**config.mk**
```make
export PLATFORM = sky130hd
export DESIGN_NAME = sdu_ecc
export DESIGN_NICKNAME = d
export VERILOG_FILES = /design/src/sdu_pkg.sv /design/src/sdu_ecc.sv
export SDC_FILE = /design/constraint.sdc
export NUM_CORES = 2
export LEC_CHECK = 0
export ABC_AREA = 1
export BUFFER_PORTS_ARGS = -buffer_cell sky130_fd_sc_hd__buf_4
export CAP_MARGIN = 10
export CORE_ASPECT_RATIO = 0.9
export CORE_MARGIN = 3
export CORE_UTILIZATION = 30
export CTS_BUF_LIST = sky130_fd_sc_hd__clkbuf_4
export DETAILED_ROUTE_END_ITERATION = 7
export GPL_TIMING_DRIVEN = 0
export PLACE_DENSITY_LB_ADDON = 0.2
export SYNTH_ARGS = -nofsm -noshare
export SYNTH_HDL_FRONTEND = slang
export SYNTH_SLANG_ARGS = --single-unit
```
**constraint.sdc**
```tcl
create_clock -name i_clk -period 8.6 [get_ports i_clk]
set_clock_uncertainty 0.2 [all_clocks]
set_input_delay 0 -clock i_clk [delete_from_list [all_inputs] [get_ports i_clk]]
set_output_delay 0 -clock i_clk [all_outputs]
set_load 0.05 [all_outputs]
```
**src/sdu_pkg.sv**
```systemverilog
`timescale 1ns / 1ps
package sdu_pkg;

    localparam int OUT_FRAC_BITS_DEF = 14;
    localparam int CORDIC_STAGES_DEF = 18;

    localparam int TIME_W = 34;
    localparam int OUT_W  = 16;
    localparam int ANG_W  = 32;
    localparam int XW     = 33;
    localparam int ZW     = 34;

    function automatic logic [63:0] frac64(input logic [63:0] num, input logic [63:0] den);
        logic [63:0] r;
        logic [63:0] q;
        r = num;
        q = '0;
        for (int i = 0; i < 64; i++) begin
            r = r << 1;
            q = q << 1;
            if (r >= den) begin
                r    = r - den;
                q[0] = 1'b1;
            end
        end
        if ((r << 1) >= den) begin
            q = q + 64'd1;
        end
        return q;
    endfunction

    localparam logic signed [ZW:0] J2000_UNIX = 35'sd946728000;

    localparam logic [63:0] L0     = frac64(64'd280460, 64'd360000);
    localparam logic [63:0] M0     = frac64(64'd3575277233, 64'd3600000000000);
    localparam logic [63:0] E0     = frac64(64'd23439291, 64'd360000000000);
    localparam logic [63:0] RATE_L = frac64(64'd36000771, 64'd1136073600000000);
    localparam logic [63:0] RATE_M = frac64(64'd3599905034, 64'd113607360000000000);
    localparam logic [63:0] RATE_E =
        (frac64(64'd130042, 64'd1136073600000000000) + 64'd5) / 10;

    localparam logic [63:0] A1_R =
        (frac64(64'd1914666471, 64'd360000000000) + 64'h8000_0000) >> 32;
    localparam logic [63:0] A2_R =
        (frac64(64'd19994643, 64'd360000000000) + 64'h8000_0000) >> 32;
    localparam logic signed [31:0] ECC_A1 = A1_R[31:0];
    localparam logic signed [31:0] ECC_A2 = A2_R[31:0];

    localparam logic signed [XW-1:0] CORDIC_GAIN = 33'sd652032874;

    localparam logic [31:0] ATAN_TURN [32] = '{
        32'd536870912, 32'd316933406, 32'd167458907, 32'd85004756, 32'd42667331,
        32'd21354465, 32'd10679838, 32'd5340245, 32'd2670163, 32'd1335087,
        32'd667544, 32'd333772, 32'd166886, 32'd83443, 32'd41722, 32'd20861,
        32'd10430, 32'd5215, 32'd2608, 32'd1304, 32'd652, 32'd326, 32'd163,
        32'd81, 32'd41, 32'd20, 32'd10, 32'd5, 32'd3, 32'd1, 32'd1, 32'd0
    };

    function automatic logic signed [OUT_W-1:0] sat16(input logic signed [66:0] v);
        logic signed [OUT_W-1:0] res;
        if (v > 67'sd32767) begin
            res = 16'sh7FFF;
        end else if (v < -67'sd32768) begin
            res = 16'sh8000;
        end else begin
            res = v[OUT_W-1:0];
        end
        return res;
    endfunction

endpackage

```
**src/sdu_ecc.sv**
```systemverilog
`timescale 1ns / 1ps
module sdu_ecc import sdu_pkg::*; (
    input  logic                 i_clk,
    input  logic                 i_rst_n,
    input  logic                 i_en,
    input  logic                 i_valid,
    input  logic signed [XW-1:0] i_sin_m,
    input  logic signed [XW-1:0] i_sin_2m,
    input  logic [ANG_W-1:0]     i_lng,
    input  logic [ANG_W-1:0]     i_eps,
    output logic                 o_valid,
    output logic [ANG_W-1:0]     o_lam,
    output logic [ANG_W-1:0]     o_eps
);

    logic signed [64:0] r_p1, r_p2;
    logic signed [65:0] w_sum;
    logic [ANG_W-1:0]   r_lng, r_eps1, r_lam, r_eps2;
    logic               r_v1, r_v2;

    assign w_sum = 66'(r_p1) + 66'(r_p2) + 66'sd536870912;

    always_ff @(posedge i_clk) begin
        if (!i_rst_n) begin
            r_v1 <= 1'b0;
            r_v2 <= 1'b0;
        end else if (i_en) begin
            r_v1 <= i_valid;
            r_v2 <= r_v1;
        end
    end

    always_ff @(posedge i_clk) begin
        if (i_en) begin
            r_p1   <= i_sin_m * ECC_A1;
            r_p2   <= i_sin_2m * ECC_A2;
            r_lng  <= i_lng;
            r_eps1 <= i_eps;
            r_lam  <= r_lng + w_sum[61:30];
            r_eps2 <= r_eps1;
        end
    end

    assign o_valid = r_v2;
    assign o_lam   = r_lam;
    assign o_eps   = r_eps2;

endmodule

```
==> results.cfg <==
[yosys]
avgSynthCellArea_um2 = 8.44
synth-simple-area-share_pct = 14.1
synth_top_cells_by_area = fa_1, ha_1, edfxtp_1
synth_mux_area_share_pct = 0.0219
synth_edf_count = 239
yosysUniqueCellTypes = 57
synth_compound_area_share_pct = 5.31
synth_seq_area_share_pct = 15.8
yosysWarnings = 0
synth_adder_area_share_pct = 47.4
synth_top_family_by_area = adder cells
synth_area_leader_cell = fa_1
ys_async_sr_fraction_pct = 0
synthCells = 5425
synth_area_um2 = 45800
ys_ff_latch = 241
syn_nets = 6885
netlist.area_leader.share_pct = 29.7
synthXorXnorAreaFrac_pct = 3.14
synth_ff_type = edfxtp_1

[worst_setup_path]
reg2reg_depth = 25
arrival_ns = 6.71
r2r-start = r_p2[28]
cp.required_ns = 8.88
crit_slowest_cell = fa_1
crit_type = input pin to flop
start_kind = input pin
crit_fanout = 9
critPathMostFrequentCell = inv_1
r2r_end = o_lam[25]
cp-end-kind = flop
critical_path.max_stage_delay_ns = 0.55
reg2reg_slack_ns = 3.05

[detailed_routing]
vias_per_cell = 4.39
drc = 0
initialDrtViolationCount = 1891
wl_um = 131000
routedWlPerCell_um = 16.7
vias = 34653
ant_nets = 0
firstDrtPassIters = 6

[outcome]
status = complete, no violations

[cts]
hold_buffers = 160
cts_root_buf = clkbuf_4
cts_htree_levels = 3
cts_tree = yes
clkSinkCount = 241
post_cts_resized = 0
cts_made_buffers = 69
cts_setup_buffers = 0
path_clk_slew_ns = 0.06
cts_buffer_depth = 3
insertion_delay_ns = 0.80

[floorplan]
num_rows = 135
start_util_pct = 30.3
die_w_um = 418
core-area_um2 = 151000
dieArea_um2 = 157000
io_pins = 199
die_y_um = 377

[grt]
grt_first_pass_wirelength_um = 208000
grt_pass1_vias = 36542
grt_max_degree = 109
antenna_found_initial = 2
grt-ovfl-total = 0
grt_usage_pct = 17.1

[finish]
final_util_pct = 34.6
drive_gt1_share_pct = 7.69
final_cell_mix = inv_1, nand2_1, fa_1
final_common_cell = inv_1
area_growth_syn_to_layout_pct = 14.3
final_cells = 7890
layout.nets = 7316

[sta]
timing.max_slew.rel_slack_pct = 41.8
hold_violations = 0
setup_ws_ns = 2.18
post-route-period-util_pct = 74.7
setup_violations = 0
drv_slew = 0
rsz0062_at_grt = false
finalSetupTns_ns = 0
worstMarginPinSlew_ns = 0.851
fmax_mhz = 156
min_period_ns = 6.42

[min_path]
whs_path_depth = 5
hp-start = i_sin_2m[7]
hold_path_class = input pin to flop
min_delay_worst_endpoint = r_p2[7]

[place]
place.detailed.hpwl_um = 116000
place_ws_ns = 1.36
dp.cells = 7611
gp_congestion = 0.908
portBuffers = 198

[run]
drv_cap = 0
-- critical path, delay by kind of cell --
kind,cells,cell delay (ns)
AO/OA/AOI/OAI,3,0.85
adder cells (fa/ha/maj),8,3.90
buffers and inverters,10,0.79
AND/OR/NAND/NOR,8,1.15
-- flip-flops by register name, indices dropped and copies added, names as in the netlist --
name     cells
r_p1        59
r_p2        52
o_eps       32
o_lam       32
r_eps1      32
r_lng       32
o_valid      1
r_v1         1
-- through the flow --
stage	hold WS, ns	area (µm²)
3_5_place_dp	-0.0205	49800
2_1_floorplan	-0.101	45800
6_report	0.133	52300
5_1_grt	0.0720	52300
4_1_cts	0.0210	52300
3_3_place_gp	-0.0211	49700
-- synth_stat cells (all sizes together), types with 11 or more instances --
master  number
nor4        11
fa         678
inv       1745
a21boi      11
ha         648
o21ai      108
nand4       32
edfxtp     239
xnor2       62
a21oi      235
o21a        13
nand3      145
nor2       325
xor2       102
nand2      948
nor3        33
a21o        12
a31oi       27
-- routing by layer --
layer / GRT usage, % / wire [µm] / vias up
met5: 0 / 0 / -
met4: 3.49 / 2580 / 0
met2: 27.3 / 58400 / 684
met3: 2.05 / 5660 / 93
li1: - / - / 17214
met1: 24.9 / 64800 / 16662
-- layout make-up --
cell class	instances	area, µm²
Antenna cell	2	5.00
Buffer	2	7.51
Clock buffer	102	766
Clock inverter	15	120
Fill cell	16092	98700
Inverter	1748	6560
Multi-Input combinational cell	3434	32000
Sequential cell	241	7220
Tap cell	1986	2480
Timing Repair Buffer	360	3160
-- kinds of logic after synthesis --
family          Yosys count
fa+ha+maj              1326
buf+inv                1750
xor+xnor                164
simple gates           1504
compound gates          439
flops                   241
mux                       1
-- how the worst max path moves through the flow --
stage | startpoint | to | slack [ns] | depth (start not counted)
6_report | i_sin_m[12] | r_p1[57] | 2.18 | 29
2_1_floorplan | i_sin_m[12] | r_p1[49] | 2.58 | 28
3_5_place_dp | i_sin_m[12] | r_p1[57] | 1.36 | 29
4_1_cts | i_sin_m[12] | r_p1[57] | 2.22 | 29
5_1_grt | i_sin_m[4] | r_p1[57] | 1.87 | 26
3_3_place_gp | i_sin_m[12] | r_p1[57] | 1.36 | 29
Power is left out: the tool's default activity adds up to more than one toggle a clock period on the data nets, which glitch-free logic cannot reach.
