## config.mk

```make
export PLATFORM = sky130hd
export DESIGN_NAME = sdu_angle
export DESIGN_NICKNAME = d
export VERILOG_FILES = /design/src/sdu_pkg.sv /design/src/sdu_angle.sv
export SDC_FILE = /design/constraint.sdc
export NUM_CORES = 2
export LEC_CHECK = 0
export BUFFER_PORTS_ARGS = -buffer_cell sky130_fd_sc_hd__buf_2
export CORE_MARGIN = 5
export CORE_UTILIZATION = 43
export CTS_CLUSTER_SIZE = 24
export DETAILED_ROUTE_END_ITERATION = 8
export PLACE_DENSITY_LB_ADDON = 0.12
export SLEW_MARGIN = 10
export SYNTH_ARGS = -nofsm -noshare
export SYNTH_HDL_FRONTEND = slang
export SYNTH_SLANG_ARGS = --single-unit
```

## constraint.sdc

```tcl
create_clock -name i_clk -period 32.9 [get_ports i_clk]
set_clock_uncertainty 0.05 [all_clocks]
set_input_delay 3.29 -clock i_clk [delete_from_list [all_inputs] [get_ports i_clk]]
set_output_delay 3.29 -clock i_clk [all_outputs]
set_load 0.02 [all_outputs]
```

## src/sdu_pkg.sv

```systemverilog
`timescale 1ns / 1ps
package sdu_pkg;

    localparam int OUT_FRAC_BITS_DEF = 14;
    localparam int CORDIC_STAGES_DEF = 18;

    localparam int TIME_W = 34;
    localparam int OUT_W  = 16;
    localparam int ANG_W  = 32;
    localparam int XW     = 33;
    localparam int ZW     = 34;

    function automatic logic [63:0] frac64(input logic [63:0] num, input logic [63:0] den);
        logic [63:0] r;
        logic [63:0] q;
        r = num;
        q = '0;
        for (int i = 0; i < 64; i++) begin
            r = r << 1;
            q = q << 1;
            if (r >= den) begin
                r    = r - den;
                q[0] = 1'b1;
            end
        end
        if ((r << 1) >= den) begin
            q = q + 64'd1;
        end
        return q;
    endfunction

    localparam logic signed [ZW:0] J2000_UNIX = 35'sd946728000;

    localparam logic [63:0] L0     = frac64(64'd280460, 64'd360000);
    localparam logic [63:0] M0     = frac64(64'd3575277233, 64'd3600000000000);
    localparam logic [63:0] E0     = frac64(64'd23439291, 64'd360000000000);
    localparam logic [63:0] RATE_L = frac64(64'd36000771, 64'd1136073600000000);
    localparam logic [63:0] RATE_M = frac64(64'd3599905034, 64'd113607360000000000);
    localparam logic [63:0] RATE_E =
        (frac64(64'd130042, 64'd1136073600000000000) + 64'd5) / 10;

    localparam logic [63:0] A1_R =
        (frac64(64'd1914666471, 64'd360000000000) + 64'h8000_0000) >> 32;
    localparam logic [63:0] A2_R =
        (frac64(64'd19994643, 64'd360000000000) + 64'h8000_0000) >> 32;
    localparam logic signed [31:0] ECC_A1 = A1_R[31:0];
    localparam logic signed [31:0] ECC_A2 = A2_R[31:0];

    localparam logic signed [XW-1:0] CORDIC_GAIN = 33'sd652032874;

    localparam logic [31:0] ATAN_TURN [32] = '{
        32'd536870912, 32'd316933406, 32'd167458907, 32'd85004756, 32'd42667331,
        32'd21354465, 32'd10679838, 32'd5340245, 32'd2670163, 32'd1335087,
        32'd667544, 32'd333772, 32'd166886, 32'd83443, 32'd41722, 32'd20861,
        32'd10430, 32'd5215, 32'd2608, 32'd1304, 32'd652, 32'd326, 32'd163,
        32'd81, 32'd41, 32'd20, 32'd10, 32'd5, 32'd3, 32'd1, 32'd1, 32'd0
    };

    function automatic logic signed [OUT_W-1:0] sat16(input logic signed [66:0] v);
        logic signed [OUT_W-1:0] res;
        if (v > 67'sd32767) begin
            res = 16'sh7FFF;
        end else if (v < -67'sd32768) begin
            res = 16'sh8000;
        end else begin
            res = v[OUT_W-1:0];
        end
        return res;
    endfunction

endpackage

```

## src/sdu_angle.sv

```systemverilog
`timescale 1ns / 1ps
module sdu_angle import sdu_pkg::*; (
    input  logic              i_clk,
    input  logic              i_rst_n,
    input  logic              i_en,
    input  logic              i_valid,
    input  logic [TIME_W-1:0] i_unix_seconds,
    output logic              o_valid,
    output logic [ANG_W-1:0]  o_lng,
    output logic [ANG_W-1:0]  o_anom,
    output logic [ANG_W-1:0]  o_eps
);

    logic signed [ZW:0]   w_s;
    logic signed [67:0]   w_pl_l, w_ph_l, w_pl_m, w_ph_m, w_pl_e, w_ph_e;
    logic [63:0]          r_pl_l, r_pl_m, r_pl_e;
    logic [31:0]          r_ph_l, r_ph_m, r_ph_e;
    logic [63:0]          w_acc_l, w_acc_m, w_acc_e;
    logic                 r_v1, r_v2;
    logic [ANG_W-1:0]     r_lng, r_anom, r_eps;

    assign w_s    = $signed({1'b0, i_unix_seconds}) - J2000_UNIX;
    assign w_pl_l = w_s * $signed({1'b0, RATE_L[31:0]});
    assign w_ph_l = w_s * $signed({1'b0, RATE_L[63:32]});
    assign w_pl_m = w_s * $signed({1'b0, RATE_M[31:0]});
    assign w_ph_m = w_s * $signed({1'b0, RATE_M[63:32]});
    assign w_pl_e = w_s * $signed({1'b0, RATE_E[31:0]});
    assign w_ph_e = w_s * $signed({1'b0, RATE_E[63:32]});

    assign w_acc_l = L0 + r_pl_l + {r_ph_l, 32'd0};
    assign w_acc_m = M0 + r_pl_m + {r_ph_m, 32'd0};
    assign w_acc_e = E0 - r_pl_e - {r_ph_e, 32'd0};

    always_ff @(posedge i_clk) begin
        if (!i_rst_n) begin
            r_v1 <= 1'b0;
            r_v2 <= 1'b0;
        end else if (i_en) begin
            r_v1 <= i_valid;
            r_v2 <= r_v1;
        end
    end

    always_ff @(posedge i_clk) begin
        if (i_en) begin
            r_pl_l <= w_pl_l[63:0];
            r_ph_l <= w_ph_l[31:0];
            r_pl_m <= w_pl_m[63:0];
            r_ph_m <= w_ph_m[31:0];
            r_pl_e <= w_pl_e[63:0];
            r_ph_e <= w_ph_e[31:0];
            r_lng  <= w_acc_l[63:32];
            r_anom <= w_acc_m[63:32];
            r_eps  <= w_acc_e[63:32];
        end
    end

    assign o_valid = r_v2;
    assign o_lng   = r_lng;
    assign o_anom  = r_anom;
    assign o_eps   = r_eps;

endmodule

```

==> metrics.csv <==
metric;value;unit
Synth Area in Adders;53.6;%
worst-path fanout max;14;
worst min path class;reg2reg;
CTS tree;built;
status;complete, no violations;
deepest clock path buffer count;3;
Routed Antenna Nets;0;
Post-Synth XOR/XNOR Area;5.80;%
TNS Setup;0;ps
Tmin final;14250;ps
Cell variety after synth;91;
core region area;137000;sq um
Post-CTS Hold Fix Bufs;0;
largest family of logic cells by synthesized area;adder cells;
Root Buffer;clkbuf_16;
met3 wire len;9180;um
WS Path Type;in2reg;
share of the synthesized area in the top cell type;31.7;%
initial core utilization;43.1;%
post-CTS setup buffer count;0;
placed wire-length estimate;172000;um
drt first pass iters;6;
Clock Latency Late Sink;640;ps
Crit path depth;37;
Reg clk slew, reported paths;60;ps
Yosys top cell by area;fa_1;
CP arrival;14530;ps
worst-margin pin slew;1160;ps
final-stage net count;8031;
gr ovfl total;0;
CTS buffer count;42;
IO Pins;135;
filler cell count;13200;
Routed wire per std cell;25.2;um
sequential fraction of the synthesis area;15.0;%
height of the die;381;um
final routed DRC violation total;0;
largest net degree at the start of global routing;80;
final slew viol count;0;
CP Buf/Inv Count;7;
highest metal used;met5;
row cnt;136;
post-synth net total;7843;
cells taking the most area after synthesis;fa_1 (32%), ha_1 (22%), edfxtp_1 (15%);
maximum achievable frequency;0.0702;GHz
flops & latches, synth;296;
final hold vios;0;
syn avg cell area;10.1;sq um
mux contribution to synthesized area;0.376;%
Vias;41100;
CP max stage cell;a31oi_1;
CP endpoint kind;flip-flop;
R2R depth;15;
met1 WL;79500;um
initial antenna violation count;3;
met2 WL;94600;um
drt via density;5.24;
Starting DRT DRC Count;2184;
CP required;33180;ps
Synth Instances;5832;
Period Utilization, post-route;43.3;%
Largest stage delay, worst path;940;ps
CTS Sinks;296;
Synth Flop Type;edfxtp_1;
H-tree depth;2;
area grow syn2layout;7.94;%
global-route wire length before repair;293000;um
I/O Buffers;134;
GPL Wtd Cong;1.01;
DRT Wirelength;198000;um
fraction of layout cells with a size suffix above 1;5.30;%
Simple-Gate Fraction of Synth Area;5.42;%
die area;145000;sq um
Setup crit start kind;primary input;
Slew HR;22.2;%
delay-heaviest family, CP;compound AO/OA/AOI/OAI gates;
Mapped Area;59200;sq um
worst hold stages;2;
n_diodes;0;
vias in the first global route;44400;
number of max-cap violations;0;
CTS resizes;0;
RSZ-0062 raised after global routing;false;
asr flop ratio synth;0;%
Chip Width;381;um
Setup violations, final;0;
Synthesis Warnings;0;
post-synthesis compound-gate area fraction;9.11;%
EDFF count, synth;294;
GRT Util Overall;27.6;%
-- metrics by stage --
stage,area [sq um],std cells,setup WS (ps),util [%],hold WS [ps]
after floorplan,59200,5832,18910,-,432
after global placement,62500,7770,18530,45.6,445
after detailed placement,62500,7770,18210,45.6,448
after CTS,63900,7847,18880,46.6,464
after global routing,63900,7847,18280,46.6,485
final,63900,7847,18650,46.6,457
-- worst register-to-register path: stages, from the launching register on --
cell	delay, ps
edfxtp_1	820
ha_1	360
nand3b_1	100
a21boi_0	100
o21a_1	180
o41ai_1	920
a21bo_2	300
a31oi_1	220
a221o_1	620
a21oi_1	380
o21ai_1	170
a211oi_1	250
o21bai_1	210
a221o_1	380
a31oi_1	200
xnor2_1	90
-- cell usage after synthesis (all sizes together), types with 5 or more instances --
cell and count:
and3 31, and2 21, xnor2 279, clkbuf 37
o211ai 15, or2 13, nand2b 39, o21bai 38
a2111oi 9, nor2 173, o31ai 11, a21boi 9
nand4 28, buf 7, o21a 39, o21ai 147
ha 1035, mux2i 20, o41ai 6, a221o 7
nand3 48, nor2b 51, and4 6, a21oi 263
a21o 142, inv 1637, a31oi 40, a311oi 6
o211a 5, o31a 9, or3 14, edfxtp 294
o22ai 10, nor3b 9, xor2 111, nor4 10
a211oi 23, a31o 9, nor3 46, fa 938
nand3b 5, nand2 137
-- path summary, 6_finish.rpt --
kind | from | end | slack (ps)
setup / recovery | i_unix_seconds[6] | r_pl_l[63]$_DFFE_PP_ | 18650
hold reg to reg | o_valid$_SDFFE_PN0P_ | o_valid$_SDFFE_PN0P_ | 460
setup reg to reg | r_pl_l[2]$_DFFE_PP_ | o_lng[29]$_DFFE_PP_ | 27250
hold / removal | o_valid$_SDFFE_PN0P_ | o_valid$_SDFFE_PN0P_ | 460
-- area by class of cell --
type	count	area (sq um)	area share [%]
Clock buffer	51	1090	1.71
Clock inverter	26	270	0.423
Inverter	1637	6150	9.62
Multi-Input combinational cell	3855	44200	69.1
Sequential cell	296	8870	13.9
Tap cell	1794	2240	3.51
Timing Repair Buffer	188	1090	1.70
-- cells in the final DEF, fill, tap and decap left out, types with 107 or more instances in the layout --
cell type / instances
edfxtp_1: 294
ha_1: 1035
a21o_1: 142
nor2_1: 173
inv_1: 1636
xor2_1: 107
nand2_1: 137
buf_2: 133
o21ai_0: 136
fa_1: 938
a21oi_1: 262
xnor2_1: 263
-- layer usage --
metal	vias up	global-route usage, %
met5	-	0
met4	2	15.7
met3	376	3.95
met2	1015	47.1
met1	20700	33.5
li1	19000	-
-- registers in the layout, indices dropped and copies added, names as in the netlist --
| name | flops |
|---|---|
| r_pl_e | 51 |
| r_ph_m | 23 |
| r_v1 | 1 |
| o_eps | 32 |
| r_pl_m | 60 |
| o_valid | 1 |
| r_pl_l | 64 |
| o_lng | 32 |
| o_anom | 32 |
-- kinds of logic (layout without fill, tap and decap cells) --
group	after synthesis	after routing
adder cells (fa/ha/maj)	1973	1973
buffers and inverters	1681	1902
AO/OA/AOI/OAI	829	829
AND/OR/NAND/NOR	641	641
XOR/XNOR	390	390
flip-flops	296	296
multiplexers	22	22
Power is not shown: default switching activity piles up to over one toggle a cycle in this logic, so the estimate is an artifact.
